==> src/rtl/trp_pkg.sv <==
// ----------------------------------------------------------------------------
// trp_pkg - shared types and constants for the text record parser
// Parser state, result record, stream codes and the code page remap.
// ----------------------------------------------------------------------------
package trp_pkg;

    localparam int NAME_ENTRIES     = 20;
    localparam int DIALOGUE_ENTRIES = 50;

    localparam logic [7:0] CODE_END_SECTION = 8'hF6;
    localparam logic [7:0] CODE_NEXT_ENTRY  = 8'hF4;

    // parse phases
    localparam logic [1:0] PH_CODE  = 2'd0;
    localparam logic [1:0] PH_LEN   = 2'd1;
    localparam logic [1:0] PH_CHARS = 2'd2;

    // sections
    localparam logic [1:0] SEC_NAME     = 2'd0;
    localparam logic [1:0] SEC_DIALOGUE = 2'd1;
    localparam logic [1:0] SEC_DONE     = 2'd2;

    // entry counter codes
    localparam logic [6:0] ENTRY_NONE = 7'd127;
    localparam logic [6:0] ENTRY_SAT  = 7'd64;

    localparam logic [6:0] NAME_LIMIT     = 7'(NAME_ENTRIES);
    localparam logic [6:0] DIALOGUE_LIMIT = 7'(DIALOGUE_ENTRIES);

    // result kinds
    localparam logic [1:0] KIND_CHAR     = 2'd0;
    localparam logic [1:0] KIND_END      = 2'd1;
    localparam logic [1:0] KIND_MISSING  = 2'd2;
    localparam logic [1:0] KIND_OVERFLOW = 2'd3;

    typedef struct packed {
        logic [1:0] phase;
        logic [1:0] section;
        logic [6:0] entry;
        logic [7:0] chars_left;
        logic [7:0] position;
        logic       dropped;
    } parse_state_t;

    typedef struct packed {
        logic [1:0] kind;
        logic       section;
        logic [5:0] entry;
        logic [7:0] position;
        logic [7:0] char_out;
        logic       last_char;
    } result_t;

    function automatic logic [7:0] remap_char(input logic [7:0] c);
        logic [7:0] r;
        r = c;
        if ((c >= 8'hAE && c <= 8'hC7) || (c >= 8'hCE && c <= 8'hE7)) begin
            r = c - 8'h6D;
        end else begin
            unique case (c)
                8'hE8:   r = 8'hA0;
                8'hE9:   r = 8'h82;
                8'hEA:   r = 8'hA1;
                8'hEB:   r = 8'hA2;
                8'hEC:   r = 8'hA3;
                8'hED:   r = 8'hA4;
                8'hEE:   r = 8'hA5;
                default: r = c;
            endcase
        end
        return r;
    endfunction

    function automatic parse_state_t start_state(input logic skip);
        parse_state_t s;
        s.phase      = PH_CODE;
        s.section    = skip ? SEC_DIALOGUE : SEC_NAME;
        s.entry      = skip ? 7'd0 : ENTRY_NONE;
        s.chars_left = 8'd0;
        s.position   = 8'd0;
        s.dropped    = 1'b0;
        return s;
    endfunction

endpackage

==> src/rtl/text_record_parser_remap_top.sv <==
// ----------------------------------------------------------------------------
// text_record_parser_remap_top - sectioned string record parser with remap
// Path: input register, parse step, then result register on the m_ side.
// Throughput: one transaction per cycle unless m_ready stalls the result,
//   set by the combinational parse step between the two registers.
// Reset: aresetn (synchronous, active low) clears both stages, clears
//   skip_name_section and starts parsing in the name section.
// ----------------------------------------------------------------------------
module text_record_parser_remap_top (
    input  logic       aclk,
    input  logic       aresetn,
    // configuration
    input  logic       cfg_we,
    input  logic       cfg_wdata,
    // input stream
    input  logic       s_valid,
    output logic       s_ready,
    input  logic       s_op,
    input  logic [7:0] s_in_byte,
    // result stream
    output logic       m_valid,
    input  logic       m_ready,
    output logic [1:0] m_kind,
    output logic       m_section,
    output logic [5:0] m_entry,
    output logic [7:0] m_position,
    output logic [7:0] m_char_out,
    output logic       m_last_char
);
    import trp_pkg::*;

    // skip_name_section register: only read at restart
    logic skip_reg;

    // input stage
    logic       in_valid_reg;
    logic       in_op_reg;
    logic [7:0] in_byte_reg;

    // parser state, lives alongside the result register
    parse_state_t state_reg;
    parse_state_t state_next;

    // result stage
    logic    out_valid_reg;
    result_t out_reg;

    logic    res_valid;
    result_t res;
    logic    advance;

    // The input stage moves on whenever the result register is free or is
    // being emptied this cycle. A result held by m_ready low stalls the step,
    // and s_ready drops only once the input register is full as well.
    assign advance = in_valid_reg && (!out_valid_reg || m_ready);
    assign s_ready = !in_valid_reg || advance;

    trp_step u_step (
        .state      (state_reg),
        .skip       (skip_reg),
        .op         (in_op_reg),
        .in_byte    (in_byte_reg),
        .state_next (state_next),
        .res_valid  (res_valid),
        .res        (res)
    );

    always_ff @(posedge aclk) begin
        if (!aresetn) begin
            skip_reg <= 1'b0;
        end else if (cfg_we) begin
            skip_reg <= cfg_wdata;
        end
    end

    // input register: control is reset, payload is not
    always_ff @(posedge aclk) begin
        if (!aresetn) begin
            in_valid_reg <= 1'b0;
        end else if (s_ready) begin
            in_valid_reg <= s_valid;
        end
    end

    always_ff @(posedge aclk) begin
        if (s_valid && s_ready) begin
            in_op_reg   <= s_op;
            in_byte_reg <= s_in_byte;
        end
    end

    // parser state advances once per processed transaction
    always_ff @(posedge aclk) begin
        if (!aresetn) begin
            state_reg <= start_state(1'b0);
        end else if (advance) begin
            state_reg <= state_next;
        end
    end

    // result register: filled on a producing step, emptied on handshake
    always_ff @(posedge aclk) begin
        if (!aresetn) begin
            out_valid_reg <= 1'b0;
        end else if (advance) begin
            out_valid_reg <= res_valid;
        end else if (m_ready) begin
            out_valid_reg <= 1'b0;
        end
    end

    always_ff @(posedge aclk) begin
        if (advance && res_valid) begin
            out_reg <= res;
        end
    end

    assign m_valid     = out_valid_reg;
    assign m_kind      = out_reg.kind;
    assign m_section   = out_reg.section;
    assign m_entry     = out_reg.entry;
    assign m_position  = out_reg.position;
    assign m_char_out  = out_reg.char_out;
    assign m_last_char = out_reg.last_char;

endmodule

==> src/rtl/trp_step.sv <==
// ----------------------------------------------------------------------------
// trp_step - per-byte parse step
// Next parser state and the optional result for one stream transaction.
// ----------------------------------------------------------------------------
module trp_step (
    input  trp_pkg::parse_state_t state,
    input  logic                  skip,
    input  logic                  op,
    input  logic [7:0]            in_byte,
    output trp_pkg::parse_state_t state_next,
    output logic                  res_valid,
    output trp_pkg::result_t      res
);
    import trp_pkg::*;

    logic [6:0] limit;
    logic       last;

    assign limit = (state.section == SEC_NAME) ? NAME_LIMIT : DIALOGUE_LIMIT;
    assign last  = (state.chars_left <= 8'd1);

    always_comb begin
        state_next    = state;
        res_valid     = 1'b0;
        res.kind      = KIND_CHAR;
        res.section   = state.section[0];
        res.entry     = (state.entry == ENTRY_NONE) ? 6'd0 : state.entry[5:0];
        res.position  = 8'd0;
        res.char_out  = 8'd0;
        res.last_char = 1'b0;

        if (!op) begin
            state_next = start_state(skip);
        end else if (state.section != SEC_DONE) begin
            unique case (state.phase)
                PH_CODE: begin
                    if (in_byte == CODE_END_SECTION) begin
                        if (state.section == SEC_NAME) begin
                            state_next.section = SEC_DIALOGUE;
                            state_next.entry   = 7'd0;
                        end else begin
                            res_valid          = 1'b1;
                            res.kind           = KIND_END;
                            state_next.section = SEC_DONE;
                        end
                    end else begin
                        if (in_byte == CODE_NEXT_ENTRY) begin
                            if (state.entry == ENTRY_NONE) begin
                                state_next.entry = 7'd0;
                            end else if (state.entry < ENTRY_SAT) begin
                                state_next.entry = state.entry + 7'd1;
                            end
                        end
                        state_next.phase = PH_LEN;
                    end
                end
                PH_LEN: begin
                    if (in_byte == 8'd0) begin
                        state_next.phase = PH_CODE;
                    end else begin
                        state_next.chars_left = in_byte;
                        state_next.position   = 8'd0;
                        state_next.dropped    = 1'b0;
                        state_next.phase      = PH_CHARS;
                        if (state.entry == ENTRY_NONE) begin
                            state_next.dropped = 1'b1;
                            res_valid          = 1'b1;
                            res.kind           = KIND_MISSING;
                        end else if (state.entry >= limit) begin
                            state_next.dropped = 1'b1;
                            res_valid          = 1'b1;
                            res.kind           = KIND_OVERFLOW;
                        end
                    end
                end
                default: begin
                    // character byte
                    if (!state.dropped) begin
                        res_valid     = 1'b1;
                        res.kind      = KIND_CHAR;
                        res.position  = state.position;
                        res.char_out  = remap_char(in_byte);
                        res.last_char = last;
                    end
                    if (last) begin
                        state_next.chars_left = 8'd0;
                        state_next.position   = 8'd0;
                        state_next.dropped    = 1'b0;
                        state_next.phase      = PH_CODE;
                    end else begin
                        state_next.chars_left = state.chars_left - 8'd1;
                        state_next.position   = state.position + 8'd1;
                    end
                end
            endcase
        end
    end

endmodule

==> config.mk <==
export PLATFORM = sky130hd
export DESIGN_NAME = text_record_parser_remap_top
export DESIGN_NICKNAME = d
export VERILOG_FILES = /design/src/rtl/trp_pkg.sv /design/src/rtl/text_record_parser_remap_top.sv /design/src/rtl/trp_step.sv
export SDC_FILE = /design/constraint.sdc
export NUM_CORES = 1
export LEC_CHECK = 0
export BUFFER_PORTS_ARGS = -buffer_cell sky130_fd_sc_hd__buf_2
export CAP_MARGIN = 40
export CORE_MARGIN = 5
export CORE_UTILIZATION = 62
export CTS_CLUSTER_SIZE = 14
export DETAILED_ROUTE_END_ITERATION = 8
export HOLD_SLACK_MARGIN = 0.1
export PLACE_DENSITY = 0.84
export SYNTH_ARGS = -nofsm -noshare
export SYNTH_HDL_FRONTEND = slang
export SYNTH_SLANG_ARGS = --single-unit
==> constraint.sdc <==
create_clock -name aclk -period 6.1 [get_ports aclk]
set_input_delay 0.915 -clock aclk [delete_from_list [all_inputs] [get_ports aclk]]
set_output_delay 0.915 -clock aclk [all_outputs]
set_load 0.01 [all_outputs]
Word-level counts from Yosys, hierarchy flattened
Index checks and enable logic that the tools add are counted.
- output and inout port bits: 28
- word-level logic and storage cells: 114
- input bits: 15
- flip-flop bits (word level): 66
- memory bits (read-only): 0
- bits in latches: 0
- memories kept: 0
- memory bits (writable): 0
- multiply operators: 0
- $lt $le $gt $ge: 7
- shift-type cells: 0
- equal/unequal tests: 23
- divide/modulo/power cells: 0
- add/subtract/negate cells: 4
- muxes and demuxes: 40
- reduce and logical (&&, ||, !) cells: 21
- bitwise logic cells: 2
- operator list (operator ; number):
    8-bit == test (second input constant) ; 9
    28-bit 2-to-1 mux ; 2
    8-bit case mux with 7 select lines ; 1
    7-bit 2-to-1 mux ; 6
    17-bit case mux with 2 select lines ; 1
    2-bit 2-to-1 mux ; 9
    17-bit 2-to-1 mux ; 1
    8-bit >= comparator (second input constant) ; 2
    8-bit <= comparator (second input constant) ; 2
    16-bit 2-to-1 mux ; 1
    1-bit 2-to-1 mux ; 13
    4-bit AND reduction ; 3
    9-bit 2-to-1 mux ; 1
    8-bit by 1-bit adder with 8-bit output (second input constant) ; 1
    8-bit by 1-bit <= comparator with 1-bit output (second input constant) ; 1
    8-bit logical NOT ; 1
    8-bit 2-to-1 mux ; 1
    4-bit by 1-bit != test with 1-bit output (second input constant) ; 2
    2-bit case mux with 2 select lines ; 2
    8-bit by 1-bit subtractor with 8-bit output (second input constant) ; 1
    8-bit by 7-bit subtractor with 8-bit output (second input constant) ; 1
    7-bit by 1-bit adder with 7-bit output (second input constant) ; 1
    7-bit == test (second input constant) ; 1
    7-bit >= comparator ; 1
    19 further kinds ; 33

Logic depth before layout (Yosys ltp)
- depth in word-level cells: 10
- mapped depth: 8
- mapped depth without buffers: 8

Cells and area by module
Synthesis repeated with hierarchy kept, for this count alone.
- cells, all modules: 497
- area, all modules: 4264.1 sq um
- modules (own cells, without submodules) (module ; instances ; area each (sq um) ; cells an instance ; seq. area each (sq um)):
    text_record_parser_remap_top ; 1 ; 2344.7 ; 174 ; 1671.6
    trp_step ; 1 ; 1919.3 ; 323 ; 0.0

Worst setup path after synthesis
OpenSTA, ideal clock, no wires.
- kind: reg-to-reg
- from: register in_byte_reg[0]
- to: register out_reg (netlist bit m_char_out[0]), enable pin
- path slack: 2927 ps
- setup time: 420 ps
- buffers on the path: 0
- clock period less this slack: 3173 ps
- data required time: 5680 ps
- arrival time: 2754 ps
- cell stages (with the launch flop): 7
- path through: edfxtp_1 inv_1 ha_1 inv_1 nor4_1 a21oi_1 a21oi_1
- word-level cells in the longest chain between the ends: 6
- elaborated cells on any way between the ends: 8
- classes of those cells: 1 x eq/ne; 5 x mux; 2 x reduce/logical
- RTL lines (element ; RTL line ; text):
    start: declaration ; text_record_parser_remap_top.sv:38 ; logic [7:0] in_byte_reg;
    start signal: assignment ; text_record_parser_remap_top.sv:88 ; in_byte_reg <= s_in_byte;
    8-bit == test or 8-bit logical NOT (tied branches) ; trp_step.sv:37, trp_step.sv:58 ;
    1-bit 2-to-1 mux, on equally long branches ; trp_step.sv:37, trp_step.sv:58 ;
    1-bit case mux with 2 select lines (*) ; trp_step.sv:35 ; unique case (state.phase)
    1-bit 2-to-1 mux (*) ; trp_step.sv:34 ; end else if (state.section != SEC_DONE) begin
    1-bit 2-to-1 mux (*) ; trp_step.sv:32 ; if (!op) begin
    1-bit logical AND (*) ; text_record_parser_remap_top.sv:113 ; if (advance && res_valid) begin
    end signal: assignment ; text_record_parser_remap_top.sv:114 ; out_reg <= res;
    end: declaration ; text_record_parser_remap_top.sv:46 ; result_t out_reg;
Every way passes the cells marked *; elsewhere a longest branch is shown, timed or not.
A chain may end at the register's enable or synchronous reset.

Worst setup path after layout
- from: register state_reg[24] (netlist name)
- to: register out_valid_reg, in the netlist m_valid
- word-level cells in the longest chain between the ends: 10
- elaborated cells on any way between the ends: 13
- classes of those cells: 1 x order compare; 1 x eq/ne; 10 x mux; 1 x reduce/logical
- RTL lines (element ; RTL line ; text):
    start: declaration ; text_record_parser_remap_top.sv:41 ; parse_state_t state_reg;
    start signal: assignment ; text_record_parser_remap_top.sv:95 ; state_reg <= start_state(1'b0);
    start signal: assignment ; text_record_parser_remap_top.sv:97 ; state_reg <= state_next;
    2-bit logical NOT ; trp_step.sv:19, trp_step.sv:38 ;
    6-bit 2-to-1 mux ; trp_step.sv:19 ; assign limit = (state.section == SEC_NAME) ? NAME_LIMIT : DIALOGUE_LIMIT;
    7-bit >= comparator ; trp_step.sv:69 ; end else if (state.entry >= limit) begin
    1-bit 2-to-1 mux ; trp_step.sv:69 ;
    1-bit 2-to-1 mux ; trp_step.sv:65 ; if (state.entry == ENTRY_NONE) begin
    1-bit 2-to-1 mux ; trp_step.sv:58 ; if (in_byte == 8'd0) begin
    1-bit case mux with 2 select lines ; trp_step.sv:35 ;
    1-bit 2-to-1 mux (*) ; trp_step.sv:34 ;
    1-bit 2-to-1 mux (*) ; trp_step.sv:32 ;
    1-bit 2-to-1 mux (*) ; text_record_parser_remap_top.sv:105 ; end else if (advance) begin
    end signal: assignment ; text_record_parser_remap_top.sv:106 ; out_valid_reg <= res_valid;
    end: declaration ; text_record_parser_remap_top.sv:45 ; logic out_valid_reg;
Marks and branches as above.

==> flow_metrics.env <==
export IMPL_cp_arrival_ns=2.98
export IMPL_path_cells="nor2_2 -> inv_1 -> ha_1 -> a211oi_1 -> nor2_1 -> o311ai_0 -> a21oi_2 -> buf_4 -> o21a_1"
export IMPL_die_x_um=84.46
export IMPL_antennaDiodeCount=0
export IMPL_num_nets_final=414
export IMPL_postCtsHoldBufs=0
export IMPL_ys_top_cells_by_area="edfxtp_1 (31%), dfxtp_1 (18%), ha_1 (3.3%)"
export IMPL_syn_area_mm2=0.003437
export IMPL_cts_sinks=66
export IMPL_start_kind="register"
export IMPL_maxSlewViolCount=0
export IMPL_fillCellCount=422
export IMPL_wl_per_cell_um=16.76
export IMPL_async_flop_share=0
export IMPL_synth_enable_flop_cells=35
export IMPL_drc=0
export IMPL_netlist_instances=348
export IMPL_p_seq_frac=0.557
export IMPL_yosys_area_top_type="edfxtp_1"
export IMPL_drive_above_1_share=0.1823
export IMPL_syn_area_per_cell_um2=9.877
export IMPL_combinationalPowerShare=0.103
export IMPL_vias=2909
export IMPL_clk_latency_ns=0.34
export IMPL_areaGrowthSynthToFinish_pct=12.56
export IMPL_synth_most_common_cell="edfxtp_1"
export IMPL_grt_pass1_wl_mm=13.10
export IMPL_path_buf_inv=2
export IMPL_core_mm2=0.005439
export IMPL_end_kind="register"
export IMPL_first_iter_violations=367
export IMPL_tightest_slew_ns=0.9518
export IMPL_largest_reg_flops=28
export IMPL_fin_crit_sh=0.4506
export IMPL_dieArea_mm2=0.007133
export IMPL_io_pins=43
export IMPL_h_tree_depth=3
export IMPL_clockRootBuffer="clkbuf_8"
export IMPL_drt_wl_total_mm=7.828
export IMPL_grt_pass1_vias=2763
export IMPL_ctsResizeCount=0
export IMPL_ys_warn_count=0
export IMPL_num_rows=27
export IMPL_min_period_ns=2.748
export IMPL_cts_tree="yes"
export IMPL_finish_utilization=0.7113
export IMPL_yosys_register_bits=66
export IMPL_clkTransAtPathRegs_ns=0.07
export IMPL_cap_violations=0
export IMPL_synth_top_area_frac=0.3058
export IMPL_drtAntennaViolNets=0
export IMPL_p_int_uw=656.5
export IMPL_leakage_uw=0.001529
export IMPL_antenna_found_initial=0
export IMPL_relSlewSlack=0.3574
export IMPL_max_stage_delay_ns=0.79
export IMPL_path_max_fanout=27
export IMPL_ys_flop_type="edfxtp_1"
export IMPL_skew_ns=0.006303
export IMPL_status="finished, final reports clean"
export IMPL_slowest_stage="o311ai_0"
export IMPL_gp_congestion=1.009
export IMPL_portBuffers=42
export IMPL_ir_worst_vdd_mv=0.1602
export IMPL_drt_first_pass_iters=5
export IMPL_critPathKind="register to register"
export IMPL_start_util=0.6319
export IMPL_tns_ns=0
export IMPL_rsz0062_at_grt="no"
export IMPL_die_h_um=84.46
export IMPL_synth_yosys_seq_area_share=0.4863
export IMPL_synth_fp_nets=372
export IMPL_vias_per_cell=6.229
export IMPL_synth_common_cells="edfxtp_1 (35), dfxtp_1 (31), nor2_1 (27), nand2_1 (24), a21oi_1 (21)"
export IMPL_post_cts_buffers=0
export IMPL_numCtsBuffers=9
export IMPL_path_delay_family="compound AO/OA/AOI/OAI gates"
export IMPL_max_freq_mhz=363.9
export IMPL_dpl_cell_area_mm2=0.003707
export IMPL_gr_total_overflow=0
export IMPL_grt_start_max_net_pins=28
export IMPL_setup_viol=0
export IMPL_pwr_share_clk=0.340
export IMPL_track_usage=0.2280
export IMPL_min_path_type="register to register"
export IMPL_sw_frac_of_total=0.2611
export IMPL_finalInstanceArea_mm2=0.003869
export IMPL_required_ns=6.33
export IMPL_synth_cell_types=62
export IMPL_power_density_mw_per_mm2=229.6
export IMPL_hold_violations=0
export IMPL_place_hpwl_mm=5.568
export IMPL_clockBufferDepth=2
export IMPL_switchingPower_uw=231.9
[path summary, 6_finish.rpt]
path / start / slack [ns] / cells after the start / to
setup reg to reg: state_reg[24] / 3.35 / 9 / m_valid
hold / removal: state_reg[8] / 0.48 / 1 / state_reg[8]
setup / recovery: state_reg[24] / 3.35 / 9 / m_valid
hold reg to reg: state_reg[8] / 0.48 / 1 / state_reg[8]
[metrics by stage]
stage | setup slack (ns) | instances | hold slack [ns] | total power (uW)
2_1_floorplan | 2.927 | 348 | 0.4317 | 567.4
3_3_place_gp | 3.578 | 450 | 0.4541 | 591.1
3_5_place_dp | 3.386 | 451 | 0.4656 | 594.0
4_1_cts | 3.379 | 467 | 0.4754 | 890.7
5_1_grt | 3.227 | 467 | 0.4962 | 928.9
6_report | 3.352 | 467 | 0.4817 | 888.4
[cell families after synthesis]
| group | Yosys count | synth area share |
|---|---|---|
| buffers and inverters | 25 | 0.02767 |
| AOI/OAI and AO/OA | 101 | 0.2144 |
| xor gates and xnor gates | 5 | 0.01274 |
| DFF | 66 | 0.4864 |
| and+or+nand+nor | 135 | 0.2053 |
| muxes | 7 | 0.02075 |
| adders and majority gates | 9 | 0.03276 |
[cell usage in the layout (no fill, tap or decap), types with 3 or more instances in the layout]
master and n:
inv_1 10, or3_1 6, o32ai_1 5, ha_1 9
nor3b_1 3, dfxtp_1 31, o31ai_1 10, nor2_1 27
a21oi_1 20, and3_1 7, a31oi_1 4, o21ai_1 3
a32o_1 4, xnor2_1 3, a211oi_1 3, nand3_1 12
buf_2 43, nand2_1 24, o211ai_1 11, mux2i_1 6
nor3_1 13, clkinv_2 3, nor2b_1 10, clkbuf_8 9
a221o_1 3, o21ai_0 13, nand2b_1 9, and2_1 10
edfxtp_1 35
[routing by layer]
| metal | share of wire | global-route usage | wire (um) | up-vias |
|---|---|---|---|---|
| li1 | - | - | - | 1418 |
| met1 | 0.43 | 0.2953 | 3355 | 1344 |
| met2 | 0.49 | 0.3773 | 3811 | 128 |
| met3 | 0.063 | 0.05005 | 495 | 19 |
| met4 | 0.021 | 0.08201 | 165 | 0 |
| met5 | 0 | 0 | 0 | - |
[layout make-up]
class,count,area (um2),area share
Timing Repair Buffer,45,230.2,0.05951
Sequential cell,66,1672,0.4321
Tap cell,72,90.09,0.02329
Clock buffer,10,127.6,0.03299
Inverter,11,41.29,0.01067
Multi-Input combinational cell,257,1674,0.4327
Clock inverter,6,33.78,0.008732
[power by group through the flow]
stage	Combinational (uW)	Sequential, uW	Clock [uW]
CTS	90.5	494	306
finish	91.4	495	302
global route	102	497	331
global placement	86.9	504	0
detailed placement	89.8	504	0
floorplan	71.6	496	0
Note: power is estimated with default switching activity, not from simulation.
